===== src/avb_pkg.sv =====
// Shared types, constants and the arctangent table of the vector angle block.
package avb_pkg;

   localparam int COMPONENT_BITS  = 16;
   localparam int ANGLE_FRAC_BITS = 8;
   localparam int PROD_BITS       = 2 * COMPONENT_BITS;
   localparam int MAG_BITS        = PROD_BITS + 1;
   localparam int ANG_SCALE_BITS  = 24;
   localparam int CORDIC_STEPS    = 30;
   localparam int XY_BITS         = MAG_BITS + 3;
   localparam int Z_BITS          = 34;
   localparam int ROUND_SHIFT     = ANG_SCALE_BITS - ANGLE_FRAC_BITS;
   localparam int ANGLE_BITS      = 16;

   localparam logic signed [Z_BITS-1:0] QUARTER_TURN = Z_BITS'(90) <<< ANG_SCALE_BITS;
   localparam logic signed [Z_BITS-1:0] HALF_TURN    = Z_BITS'(180) <<< ANG_SCALE_BITS;

   // atan(2^-i) in degrees, scaled by 2^24.
   localparam logic signed [Z_BITS-1:0] ATAN_DEG_TAB [CORDIC_STEPS] = '{
      754974720, 445687602, 235489088, 119537938, 60000934,
      30029717, 15018523, 7509720, 3754917, 1877466,
      938734, 469367, 234684, 117342, 58671,
      29335, 14668, 7334, 3667, 1833,
      917, 458, 229, 115, 57,
      29, 14, 7, 4, 2
   };

   typedef struct packed {
      logic signed [COMPONENT_BITS-1:0] first_x;
      logic signed [COMPONENT_BITS-1:0] first_y;
      logic signed [COMPONENT_BITS-1:0] second_x;
      logic signed [COMPONENT_BITS-1:0] second_y;
   } req_type;

   typedef struct packed {
      logic [ANGLE_BITS-1:0] angle_degrees;
      logic                  zero_length;
   } rsp_type;

   // Classified work item handed from the front end to the CORDIC back end.
   typedef struct packed {
      logic                zero_length;
      logic                dot_neg;
      logic                dot_zero;
      logic                cross_zero;
      logic [MAG_BITS-1:0] dot_mag;
      logic [MAG_BITS-1:0] cross_mag;
   } item_type;

   // Flags that ride along the CORDIC pipeline.
   typedef struct packed {
      logic zero_length;
      logic dot_neg;
      logic dot_zero;
      logic cross_zero;
   } flags_type;

endpackage


===== src/avb_front.sv =====
// Front end: products, dot and cross sums, and classification of each pair.
module avb_front (
   input  logic              clock,
   input  logic              reset,
   input  logic              req_valid,
   output logic              req_ready,
   input  avb_pkg::req_type  req_data,
   output logic              item_valid,
   input  logic              item_ready,
   output avb_pkg::item_type item_data
);

   localparam int PB = avb_pkg::PROD_BITS;
   localparam int MB = avb_pkg::MAG_BITS;

   logic                 s1_valid_ff, s2_valid_ff;
   logic                 advance;
   logic signed [PB-1:0] axbx_ff, ayby_ff, axby_ff, aybx_ff;
   logic                 zero_ff;
   avb_pkg::item_type    item_ff, item_in;
   logic signed [MB-1:0] dot_s, cross_s;

   assign advance   = !s2_valid_ff || item_ready;
   assign req_ready = advance;

   always_ff @(posedge clock) begin
      if (reset) begin
         s1_valid_ff <= 1'b0;
         s2_valid_ff <= 1'b0;
      end else if (advance) begin
         s1_valid_ff <= req_valid;
         s2_valid_ff <= s1_valid_ff;
      end
   end

   always_ff @(posedge clock) begin
      if (advance) begin
         axbx_ff <= req_data.first_x * req_data.second_x;
         ayby_ff <= req_data.first_y * req_data.second_y;
         axby_ff <= req_data.first_x * req_data.second_y;
         aybx_ff <= req_data.first_y * req_data.second_x;
         zero_ff <= ((req_data.first_x == '0) && (req_data.first_y == '0)) ||
                    ((req_data.second_x == '0) && (req_data.second_y == '0));
         item_ff <= item_in;
      end
   end

   always_comb begin
      dot_s   = MB'(axbx_ff) + MB'(ayby_ff);
      cross_s = MB'(axby_ff) - MB'(aybx_ff);
      item_in.zero_length = zero_ff;
      item_in.dot_neg     = dot_s[MB-1];
      item_in.dot_zero    = (dot_s == '0);
      item_in.cross_zero  = (cross_s == '0);
      item_in.dot_mag     = dot_s[MB-1] ? MB'(-dot_s) : MB'(dot_s);
      item_in.cross_mag   = cross_s[MB-1] ? MB'(-cross_s) : MB'(cross_s);
   end

   assign item_valid = s2_valid_ff;
   assign item_data  = item_ff;

endmodule


===== config.mk =====
export PLATFORM = sky130hd
export DESIGN_NAME = avb_front
export DESIGN_NICKNAME = d
export VERILOG_FILES = /design/src/avb_pkg.sv /design/src/avb_front.sv
export SDC_FILE = /design/constraint.sdc
export NUM_CORES = 2
export LEC_CHECK = 0
export ABC_AREA = 1
export BUFFER_PORTS_ARGS = -buffer_cell sky130_fd_sc_hd__buf_2
export CORE_AREA = 2 2 489 443
export CTS_CLUSTER_DIAMETER = 150
export DETAILED_ROUTE_END_ITERATION = 7
export DIE_AREA = 0 0 491 445
export PLACE_DENSITY_LB_ADDON = 0.12
export SLEW_MARGIN = 25
export SYNTH_ARGS = -nofsm -noshare
export SYNTH_HDL_FRONTEND = slang
export SYNTH_SLANG_ARGS = --single-unit

===== constraint.sdc =====
create_clock -name clock -period 8.45 [get_ports clock]
set_input_delay 0.4225 -clock clock [delete_from_list [all_inputs] [get_ports clock]]
set_output_delay 0.4225 -clock clock [all_outputs]
set_load 0.02 [all_outputs]

==> summary.md <==
| Metric | Value |
|---|---|
| IO buf count | `approximately 140` |
| Vias | `a little over 40000` |
| Yosys top cell by area | `fa_1` |
| Largest net degree at the start of global routing | `about 110` |
| R2R cell count | `19` |
| Mean number of vias per cell | `~4.3` |
| Initial antenna violation count | `32` |
| Die width | `between 400 and 500 um` |
| Avg Inst Size Synth | `8.04 um2` |
| PnR worst setup slack | `1.22 ns` |
| All-layer global routing usage | `between 10% and 20%` |
| Worst hold-check path type | `in -> reg` |
| Crit Path Max Fanout | `33` |
| Hold Vio Cnt, Final | `0` |
| H-tree levels | `1` |
| MaxCap Viol Count | `0` |
| Clock Pin Slew Worst Setup and Hold Paths | `roughly 0.060 ns` |
| Row cnt | `approximately 160` |
| Pre-CTS setup slack | `just under 0.8 ns` |
| Kind of critical path | `in -> reg` |
| Top achievable clock speed | `roughly 0.14 GHz` |
| Final setup viols | `0` |
| Via count of the first global-routing pass | `42300` |
| I/O pins | `between 100 and 150` |
| Period minus WS final | `slightly above 7 ns` |
| Synth unique cells | `56` |
| Ys async rst share | `0%` |
| Reg-to-Reg Start | `aybx_ff[19]` |
| Avg WL per Cell | `around 18 um` |
| Share of layout cells above drive strength 1 | `slightly below 6%` |
| Status | `finished, final reports clean` |
| CTS Buffer Depth | `3` |
| Clk sinks | `between 200 and 250` |
| Critical Path RT | `between 8 and 9 ns` |
| Fin nets | `8121` |
| Die Height | `roughly 450 um` |
| Routed WL | `between 150000 and 200000 um` |
| Initial drt markers | `2849` |
| First-pass GRT wire length | `270000 um` |
| Worst slew margin | `a little over a third` |
| Post-DP HPWL | `~150000 um` |
| Grt total ovfl | `0` |
| Clock latency on the worst-skew pair | `roughly 0.64 ns` |
| Root Buffer | `clkbuf_16` |
| EDFF count, synth | `199` |
| Die area | `about 0.22 mm2` |
| Design area | `slightly below 0.06 mm2` |
| Antenna viol nets, final | `0` |
| #FFs+latches synth | `~200` |
| Synthesis-to-finish area growth | `9.63%` |
| Iteration count of the initial detailed-routing pass | `5` |
| Post-synthesis sequential area ratio | `11.3%` |
| WP data arrival | `around 7.6 ns` |
| Max Slew Vio Count | `0` |
| Setup bufs post-CTS | `0` |
| Synth top area share | `approximately 40%` |
| GPL Wtd Cong | `~0.89` |
| R2R Setup Slk | `4.07 ns` |
| Mapped Cells | `6600` |
| Slew @ Worst Pin | `approximately 0.97 ns` |
| Initial Util | `approximately a quarter` |
| Total CTS buffers | `31` |
| Placed cell area | `0.0571 mm2` |
| CTS tree | `done` |
| CORE AREA | `~0.21 mm2` |
| CP Launch Type | `primary input` |
| Critical Path Start | `req_data[18]` |
| Mapped Area | `0.0531 mm2` |
| Synth Warn # | `0` |
| Worst Setup EP | `aybx_ff[29]` |
| DRC | `0` |
| R2R Path End | `item_data[32]` |
| Top post-synthesis cells by area | `fa_1, inv_1, nand2_1` |
| Mapped Nets | `8114` |
| Period utilization | `between 80% and 90%` |
| RSZ-0062 raised after global routing | `false` |
| Setup Skew | `between 0.02 and 0.025 ns` |
| Commonest register cell after synthesis | `edfxtp_1` |
| CP endpoint kind | `flip-flop` |
-- logic make-up (layout without fill, tap and decap cells) --
kind of cell    Yosys count  in the layout  share of synthesized area, %
other cells               0             10                             0
simple gates           2169           2169                          16.7
buf+inv                2194           2223                          15.6
compound gates          382            382                          4.00
flops                   201            201                          11.3
xor+xnor                208            208                          3.45
fa+ha+maj              1446           1446                          48.9
-- Yosys cell counts (all sizes together) (2+ instances only) --
master and number:
dfxtp 2, a21oi 201, nand3b 7, clkbuf 247
nor2 265, ha 396, inv 1936, nand4 42
o211ai 3, nor4 23, nor4b 2, o21a 4
or2 6, o21bai 13, nand3 161, a21boi 9
nor3 34, o21ai 109, a211oi 5, a31oi 16
clkinv 3, xnor2 80, and2 3, fa 1050
o2111ai 6, xor2 128, nand2 1623, buf 8
edfxtp 199, a21o 6, o221ai 2, a31o 4
-- registers in the layout (all words and copies together) (netlist names) --
| name | count |
|---|---|
| item_data | 70 |
| axbx_ff | 32 |
| axby_ff | 32 |
| aybx_ff | 32 |
| ayby_ff | 32 |
| item_valid | 1 |
| s1_valid_ff | 1 |
| zero_ff | 1 |
-- routing by layer --
layer	GRT usage, %	share of wire (%)
met5	0.352	0.14
met3	2.88	6.7
met2	22.5	39
met1	26.3	52
met4	2.51	1.5
-- how the worst min path moves through the flow --
stage	start	endpoint	slack (ns)	cells after the start
2_1_floorplan	zero_ff	item_data[69]	0.40	0
3_3_place_gp	zero_ff	item_data[69]	0.43	0
3_5_place_dp	zero_ff	item_data[69]	0.44	0
4_1_cts	req_valid	s1_valid_ff	0.03	3
5_1_grt	req_valid	s1_valid_ff	0.06	3
6_report	req_valid	s1_valid_ff	0.09	3
-- cell usage in the layout, fill, tap and decap left out, types with 4 or more instances in the layout --
cell / count
inv_1: 1922
nand2_1: 1594
fa_1: 1050
ha_1: 396
nor2_1: 243
edfxtp_1: 199
a21oi_1: 195
nand3_1: 153
buf_2: 138
xor2_1: 127
o21ai_0: 101
buf_4: 89
xnor2_1: 80
nand4_1: 42
clkbuf_16: 31
nand2_2: 29
nor3_1: 27
nor4_1: 22
a31oi_1: 16
nor2_2: 14
o21bai_1: 13
inv_2: 13
diode_2: 10
clkinv_2: 9
a21boi_0: 8
nand3_2: 8
nor2_4: 8
bufinv_16: 7
a21o_1: 6
o2111ai_1: 6
a21oi_2: 6
o21ai_1: 6
nor3_2: 6
nand3b_1: 6
clkinv_1: 5
a211oi_1: 5
o21a_1: 4
or2_2: 4
a31o_2: 4
-- timing repair --
item / 4_1_cts / 5_1_grt
hold buffers: 1 / 0
hold endpoints to repair: 2 / 0
gates resized for setup: 0 / 0
-- stage by stage --
step	hold WS, ns	instances	TNS [ns]	util, %
finish	0.0878	9491	0	27.3
global route	0.0572	9484	0	27.3
detailed placement	0.437	9425	0	26.8
floorplan	0.400	6600	0	-
CTS	0.0330	9481	0	27.3
global placement	0.433	9425	-0.0152	26.8
-- critical path, cell delays in order --
cell	delay, ns
buf_2	0.67
nand2_1	0.20
inv_1	0.12
fa_1	0.59
fa_1	0.93
fa_1	0.53
fa_1	0.51
fa_1	0.49
inv_1	0.05
fa_1	0.48
inv_1	0.05
ha_1	0.41
nand2_1	0.27
nor4_1	0.74
nand3_1	0.17
nand3_1	0.43
nand3_1	0.12
nand2_1	0.14
a31oi_1	0.10
xnor2_1	0.13
-- layout make-up --
class                      count  area [um2]
clock inverter                24         312
tap                         2852        3570
inverter                    1939        7290
clock buffer                  31         776
antenna                       10        25.0
timing repair buffer         229        1390
fill                       23500      155000
multi-input combinational   4205       38800
sequential                   201        6020
Power is not shown: default switching activity piles up to over one toggle a cycle in this logic, so the estimate is an artifact.
