## src/avb_pkg.sv

```systemverilog
// Shared types, constants and the arctangent table of the vector angle block.
package avb_pkg;

   localparam int COMPONENT_BITS  = 16;
   localparam int ANGLE_FRAC_BITS = 8;
   localparam int PROD_BITS       = 2 * COMPONENT_BITS;
   localparam int MAG_BITS        = PROD_BITS + 1;
   localparam int ANG_SCALE_BITS  = 24;
   localparam int CORDIC_STEPS    = 30;
   localparam int XY_BITS         = MAG_BITS + 3;
   localparam int Z_BITS          = 34;
   localparam int ROUND_SHIFT     = ANG_SCALE_BITS - ANGLE_FRAC_BITS;
   localparam int ANGLE_BITS      = 16;

   localparam logic signed [Z_BITS-1:0] QUARTER_TURN = Z_BITS'(90) <<< ANG_SCALE_BITS;
   localparam logic signed [Z_BITS-1:0] HALF_TURN    = Z_BITS'(180) <<< ANG_SCALE_BITS;

   // atan(2^-i) in degrees, scaled by 2^24.
   localparam logic signed [Z_BITS-1:0] ATAN_DEG_TAB [CORDIC_STEPS] = '{
      754974720, 445687602, 235489088, 119537938, 60000934,
      30029717, 15018523, 7509720, 3754917, 1877466,
      938734, 469367, 234684, 117342, 58671,
      29335, 14668, 7334, 3667, 1833,
      917, 458, 229, 115, 57,
      29, 14, 7, 4, 2
   };

   typedef struct packed {
      logic signed [COMPONENT_BITS-1:0] first_x;
      logic signed [COMPONENT_BITS-1:0] first_y;
      logic signed [COMPONENT_BITS-1:0] second_x;
      logic signed [COMPONENT_BITS-1:0] second_y;
   } req_type;

   typedef struct packed {
      logic [ANGLE_BITS-1:0] angle_degrees;
      logic                  zero_length;
   } rsp_type;

   // Classified work item handed from the front end to the CORDIC back end.
   typedef struct packed {
      logic                zero_length;
      logic                dot_neg;
      logic                dot_zero;
      logic                cross_zero;
      logic [MAG_BITS-1:0] dot_mag;
      logic [MAG_BITS-1:0] cross_mag;
   } item_type;

   // Flags that ride along the CORDIC pipeline.
   typedef struct packed {
      logic zero_length;
      logic dot_neg;
      logic dot_zero;
      logic cross_zero;
   } flags_type;

endpackage

```

## src/avb_queue.sv

```systemverilog
// Two-entry queue between the front end and the CORDIC back end.
module avb_queue (
   input  logic              clock,
   input  logic              reset,
   input  logic              push_valid,
   output logic              push_ready,
   input  avb_pkg::item_type push_data,
   output logic              pop_valid,
   input  logic              pop_ready,
   output avb_pkg::item_type pop_data
);

   avb_pkg::item_type entry_ff [2];
   logic       wr_ptr_ff, rd_ptr_ff;
   logic [1:0] count_ff, count_in;
   logic       push, pop;

   assign push_ready = (count_ff != 2'd2);
   assign pop_valid  = (count_ff != 2'd0);
   assign pop_data   = entry_ff[rd_ptr_ff];
   assign push       = push_valid && push_ready;
   assign pop        = pop_valid && pop_ready;

   always_comb begin
      count_in = count_ff;
      if (push && !pop) begin
         count_in = count_ff + 2'd1;
      end else if (pop && !push) begin
         count_in = count_ff - 2'd1;
      end
   end

   always_ff @(posedge clock) begin
      if (reset) begin
         wr_ptr_ff <= 1'b0;
         rd_ptr_ff <= 1'b0;
         count_ff  <= 2'd0;
      end else begin
         count_ff <= count_in;
         if (push) begin
            wr_ptr_ff <= !wr_ptr_ff;
         end
         if (pop) begin
            rd_ptr_ff <= !rd_ptr_ff;
         end
      end
   end

   always_ff @(posedge clock) begin
      if (push) begin
         entry_ff[wr_ptr_ff] <= push_data;
      end
   end

endmodule

```

## config.mk

```make
export PLATFORM = sky130hd
export DESIGN_NAME = avb_queue
export DESIGN_NICKNAME = d
export VERILOG_FILES = /design/src/avb_pkg.sv /design/src/avb_queue.sv
export SDC_FILE = /design/constraint.sdc
export NUM_CORES = 1
export LEC_CHECK = 0
export BUFFER_PORTS_ARGS = -buffer_cell sky130_fd_sc_hd__buf_4
export CAP_MARGIN = 20
export CORE_ASPECT_RATIO = 1.25
export CORE_MARGIN = 2
export CORE_UTILIZATION = 52
export DETAILED_ROUTE_END_ITERATION = 7
export GPL_ROUTABILITY_DRIVEN = 0
export PLACE_DENSITY = 0.8
export REMOVE_ABC_BUFFERS = 1
export SLEW_MARGIN = 20
export SYNTH_ARGS = -nofsm -noshare
export SYNTH_HDL_FRONTEND = slang
export SYNTH_SLANG_ARGS = --single-unit
```

## constraint.sdc

```tcl
create_clock -name clock -period 3.3 [get_ports clock]
set_input_delay 0.66 -clock clock [delete_from_list [all_inputs] [get_ports clock]]
set_output_delay 0.66 -clock clock [all_outputs]
set_load 0.02 [all_outputs]
```

==> results.py, run 1 <==
metrics = {
    "yosys": {
        "synth_top_cells_by_count": "140 x edfxtp_1, 70 x mux2_2, 8 x buf_2, 5 x dfxtp_1",
        "synth_compound_gate_area_share": 0.00571,
        "ys.warnings.count": 0,
        "synth_area_leaders": "edfxtp_1 80%, mux2_2 15%, dfxtp_1 1.9%",
        "yosysTopAreaCell": "edfxtp_1",
        "synth.distinct_cells": 17,
        "synthMuxAreaShare": 0.150,
        "synth_edf_count": 140,
        "synth-seq-cells": 145,
        "async_flop_share": 0,
        "synthXorXnorAreaFrac": 0.00500,
        "synth_top_family_by_area": "multiplexers",
        "avgSynthCellArea_um2": 21.7,
        "synth_top_flop_cell": "edfxtp_1",
        "synthMostInstantiatedCell": "edfxtp_1",
        "synth_top_cell_area_share": 0.800,
        "synth_cells": 242,
        "netlist_area_mm2": 0.00526,
        "yosys.area_share.adder": 0.00238,
        "synth-seq-area-share": 0.819,
        "yosys.area_share.simple": 0.00952,
    },
    "hold_path": {
        "hold_start": "push_data[12]",
        "hold_class": "in2reg",
    },
    "die": {
        "initial_core_util": 0.528,
        "core_mm2": 0.00995,
        "dieWidth_um": 93.9,
        "ios": 146,
        "die_area_mm2": 0.0109,
        "die_h_um": 116,
        "num_rows": 41,
    },
    "cts": {
        "cts_tree": "built",
        "postCtsSetupBuffers": 0,
        "cts_sinks": 145,
        "clk_pin_slew_ps": 50,
        "root_buffer": "clkbuf_16",
        "cts.hold.buffers_added": 0,
        "h-tree-depth": 4,
        "ctsResizeCount": 0,
        "cts_buffers": 17,
        "clk_path_buf_depth": 2,
        "clk_latency_ps": 400,
    },
    "placement": {
        "placed_cells": 513,
        "dp_hpwl_mm": 6.15,
        "port_buffers": 145,
        "place_area_mm2": 0.00652,
    },
    "routing": {
        "route.detailed.drc": 0,
        "highest_layer": "met4",
        "totalWireLength_mm": 9.30,
        "viasPerCell": 5.02,
        "drt_iter0_markers": 142,
        "routed-wl-met2_mm": 5.00,
        "drt_pass1_iterations": 4,
        "vias": 2736,
        "wl_met1_mm": 3.49,
        "antenna_left": 0,
        "wl_met3_um": 561,
        "drt-wirelength-per-cell_um": 17.1,
    },
    "grt": {
        "grt_pass1_wl_mm": 13.7,
        "antenna_found_initial": 0,
        "grt_util_all_layers": 0.173,
        "first_global_vias": 2760,
        "grt_max_degree": 71,
        "grt.overflow.total": 0,
    },
    "timing": {
        "fin_crit_sh": 0.727,
        "finalSetupTns_ps": 0,
        "rsz0062_at_grt": "no",
        "relSlewSlack": 0.652,
        "setup_viol": 0,
        "hold_viol_final": 0,
        "slew_viol_final": 0,
        "max_freq_mhz": 417,
        "period_minus_slack_ps": 2400,
        "timing.hold.ws_ps": 444,
        "worst_clock_skew_ps": 7.31,
        "worst_pin_slew_ps": 522,
    },
    "critical_path": {
        "crit_arrival_ps": 1740,
        "criticalPathCategory": "reg2out",
        "r2r-start": "count_ff[0]$_SDFFE_PP0P_",
        "critPathCaptureType": "primary output",
        "worstSetupStartpointType": "register",
        "r2r_slack_ps": 1370,
        "crit_fanout": 39,
        "worstPathRequired_ps": 2640,
    },
    "run_status": {
        "status": "finished, final reports clean",
    },
    "pwr": {
        "peakVddDrop_mv": 0.507,
        "p_per_area_mw_per_mm2": 807,
        "power.leakage_nw": 2.66,
    },
    "job": {
        "drv_cap": 0,
    },
    "layout": {
        "num_antenna_cells": 0,
        "nNetsFinal": 478,
        "syn2layout_area_growth_pct": 34.6,
        "fillCellCount": 670,
        "design_area_mm2": 0.00707,
        "drive_above_1_share": 0.606,
        "instances_no_fill": 545,
    },
}
[power by group]
group / leakage [nW] / internal (mW) / switching [mW]
sequential: 1.35 / 2.30 / 0.0599
combinational: 1.04 / 0.734 / 0.860
clock: 0.274 / 1.11 / 0.639
[worst max-delay path, cell delays in order (launching register included)]
cell and delay [ps]:
dfxtp_2 320, buf_4 420, mux2_2 400, buf_4 160
[per-layer routing]
layer,track usage,vias up
met4,0.0918,0
met5,0,-
met3,0.0652,15
met1,0.203,1359
met2,0.279,85
li1,-,1277
[through the flow]
stage | utilization | power, mW | setup WS [ps]
after floorplan | - | 3.36 | 350
after global placement | 0.655 | 3.98 | 1230
after detailed placement | 0.655 | 4.02 | 1200
after CTS | 0.711 | 5.78 | 861
after global routing | 0.711 | 5.95 | 801
final | 0.711 | 5.71 | 900
[kinds of logic (layout without fill, tap and decap cells)]
group                    after synthesis  in the layout
flip-flops                           145            145
multiplexers                          70             70
AND/OR/NAND/NOR                        9              9
buffers and inverters                  9            183
AO/OA/AOI/OAI                          5              5
XOR/XNOR                               3              3
adder cells (fa/ha/maj)                1              1
[flip-flops by register name, summed over array words and instances (netlist names), named ones only]
signal	cells
rd_ptr_ff	1
wr_ptr_ff	1
entry_ff	140
count_ff	2
[final cells by class]
class	instances	area (um2)	area share
well taps	129	161	0.0228
clock buffers	26	499	0.0706
repair buffers	150	1140	0.161
clock inverters	6	57.6	0.00814
flip-flops and latches	145	4310	0.609
multi-input cells	88	908	0.128
inverters	1	3.75	0.000531
[final timing paths]
check,to,depth (start not counted)
hold / removal,entry_ff[1][12]$_DFFE_PP_,1
setup / recovery,pop_data[3],3
hold reg to reg,register,2
setup reg to reg,entry_ff[0][50]$_DFFE_PP_,4
[placed cells by master (no fill, tap or decap)]
master / instances
dfxtp_1: 4
ha_1: 1
nand3b_1: 1
bufinv_16: 1
mux2_2: 70
and2_1: 1
or2_2: 1
a21oi_1: 2
o21ai_0: 2
and3_2: 1
nor2_1: 3
clkinv_2: 4
xor2_1: 3
buf_12: 1
clkbuf_16: 17
edfxtp_1: 140
or3_1: 1
buf_4: 149
clkinvlp_4: 1
clkbuf_8: 4
inv_2: 1
dfxtp_2: 1
a21bo_2: 1
nand2b_1: 1
clkbuf_1: 5
Power figures use the tool's default switching activity.
==> run 2, diff against run 1 <==
- clock period: 3.3 -> 2.3 ns (I/O delays scaled with it)
==> run 2 against run 1 <==
Via count fell by 0.15%. Cell count did not move. Sequential cell count did not move. Largest power group unchanged. Setup slack got worse by 780 ps. Largest cell class unchanged. Highest routed layer unchanged. Wire length rose by 2.2%. First-iteration DRC count rose by 7.0%. Combinational power rose by 46%. Clock skew fell by 1.1 ps. Cell area rose by 2.0%.
==> results.py, run 2 (same netlist as run 1, synthesis figures left out) <==
metrics = {
    "timing": {
        "rsz0062_at_grt": "no",
        "finalSetupTns_ps": 0,
        "slew_viol_final": 0,
        "timing.hold.ws_ps": 239,
        "setup_ws_ps": 119,
        "max_freq_mhz": 459,
        "period_minus_slack_ps": 2180,
        "worst_clock_skew_ps": 6.16,
        "relSlewSlack": 0.666,
        "hold_viol_final": 0,
        "worst_pin_slew_ps": 501,
        "fin_crit_sh": 0.948,
        "setup_viol": 0,
    },
    "placement": {
        "pre_cts_ws_ps": 522,
        "placed_cells": 514,
        "port_buffers": 145,
        "place_area_mm2": 0.00654,
        "dp_hpwl_mm": 6.35,
    },
    "die": {
        "dieWidth_um": 93.9,
        "num_rows": 41,
        "ios": 146,
        "die_h_um": 116,
        "initial_core_util": 0.528,
        "core_mm2": 0.00995,
        "die_area_mm2": 0.0109,
    },
    "cts": {
        "ctsResizeCount": 0,
        "root_buffer": "clkbuf_16",
        "clk_path_buf_depth": 2,
        "h-tree-depth": 4,
        "cts_tree": "built",
        "postCtsSetupBuffers": 0,
        "clk_latency_ps": 400,
        "cts_buffers": 17,
        "clk_pin_slew_ps": 60,
        "cts_sinks": 145,
        "cts.hold.buffers_added": 0,
    },
    "critical_path": {
        "criticalPathCategory": "reg2out",
        "worstPathRequired_ps": 1840,
        "crit_fanout": 33,
        "crit_arrival_ps": 1720,
        "r2r-start": "count_ff[0]$_SDFFE_PP0P_",
        "max_stage_delay_ps": 410,
        "worstPathCellList": "buf_4 -> mux2_2 -> buf_4",
        "crit_path_top_delay_cell": "mux2_2",
        "cp_top_family": "buffers and inverters",
        "cpMostUsedCell": "buf_4",
        "worstSetupStartpointType": "register",
        "critPathCaptureType": "primary output",
        "critPathBufInv": 2,
    },
    "layout": {
        "drive_above_1_share": 0.615,
        "num_antenna_cells": 0,
        "largest_register": "entry_ff",
        "layout_commonest_cell": "buf_4",
        "fillCellCount": 636,
        "layout_common_cells": "149 x buf_4, 140 x edfxtp_1, 70 x mux2_2",
        "final_core_util": 0.725,
        "nNetsFinal": 479,
        "instances_no_fill": 545,
        "top_regs": "entry_ff: 140 flops, count_ff: 2 flops",
        "syn2layout_area_growth_pct": 37.3,
        "design_area_mm2": 0.00721,
        "largest_reg_flops": 140,
    },
    "grt": {
        "grt_pass1_wl_mm": 13.8,
        "grt_util_all_layers": 0.174,
        "antenna_found_initial": 0,
        "grt_max_degree": 43,
        "first_global_vias": 2826,
        "grt.overflow.total": 0,
    },
    "routing": {
        "drt_iter0_markers": 152,
        "viasPerCell": 5.01,
        "totalWireLength_mm": 9.51,
        "route.detailed.drc": 0,
        "drt_pass1_iterations": 4,
        "vias": 2732,
        "drt-wirelength-per-cell_um": 17.4,
        "antenna_left": 0,
    },
    "hold_path": {
        "hold_class": "in2reg",
        "hold_start": "push_data[5]",
    },
    "pwr": {
        "p_total_mw": 8.76,
        "p_per_area_mw_per_mm2": 1220,
        "peakVddDrop_mv": 0.758,
        "power.leakage_nw": 2.72,
    },
    "run_status": {
        "status": "finished, final reports clean",
    },
    "job": {
        "drv_cap": 0,
    },
}
-- run 2: changes by cell type in the layout (fill, tap and decap cells not counted), sizes merged --
cell      before  now
bufinv         1    6
clkbuf        26   21
clkinv         4    2
buf          150  151
clkinvlp       1    2
-- run 2: cell type report --
cell class	instances	area (um2)	area share
Clock buffer	21	470	0.0652
Clock inverter	10	205	0.0284
Inverter	1	3.75	0.000520
Multi-Input combinational cell	88	908	0.126
Sequential cell	145	4310	0.597
Tap cell	129	161	0.0224
Timing Repair Buffer	151	1160	0.161
-- run 2: report_power, final --
group | total (mW) | switching (mW) | leakage [nW] | internal [mW]
Clock | 3.06 | 0.946 | 0.325 | 2.11
Combinational | 2.32 | 1.24 | 1.05 | 1.07
Sequential | 3.39 | 0.0888 | 1.35 | 3.30
Total | 8.76 | 2.28 | 2.72 | 6.49
-- run 2: final timing paths --
kind                                                  to  slack [ps]  depth (start not counted)
worst max-delay path                        pop_data[20]         120                          3
worst min-delay path            entry_ff[0][5]$_DFFE_PP_         240                          1
worst max register to register  count_ff[1]$_SDFFE_PP0P_         600                          5
worst min register to register    rd_ptr_ff$_SDFFE_PP0P_         520                          2
-- run 2: worst register-to-register path, cell delays in order (launching register included) --
cell and delay, ps:
dfxtp_1 350, nand2b_1 230, and2_1 200, ha_1 330, or3_1 360, a21oi_1 170
-- run 2: per-layer routing --
metal  share of wire  wire length (um)  track usage
met4           0.021               199       0.0821
met1            0.36              3400        0.189
met2            0.57              5420        0.308
met5               0                 0            0
met3           0.051               487       0.0594
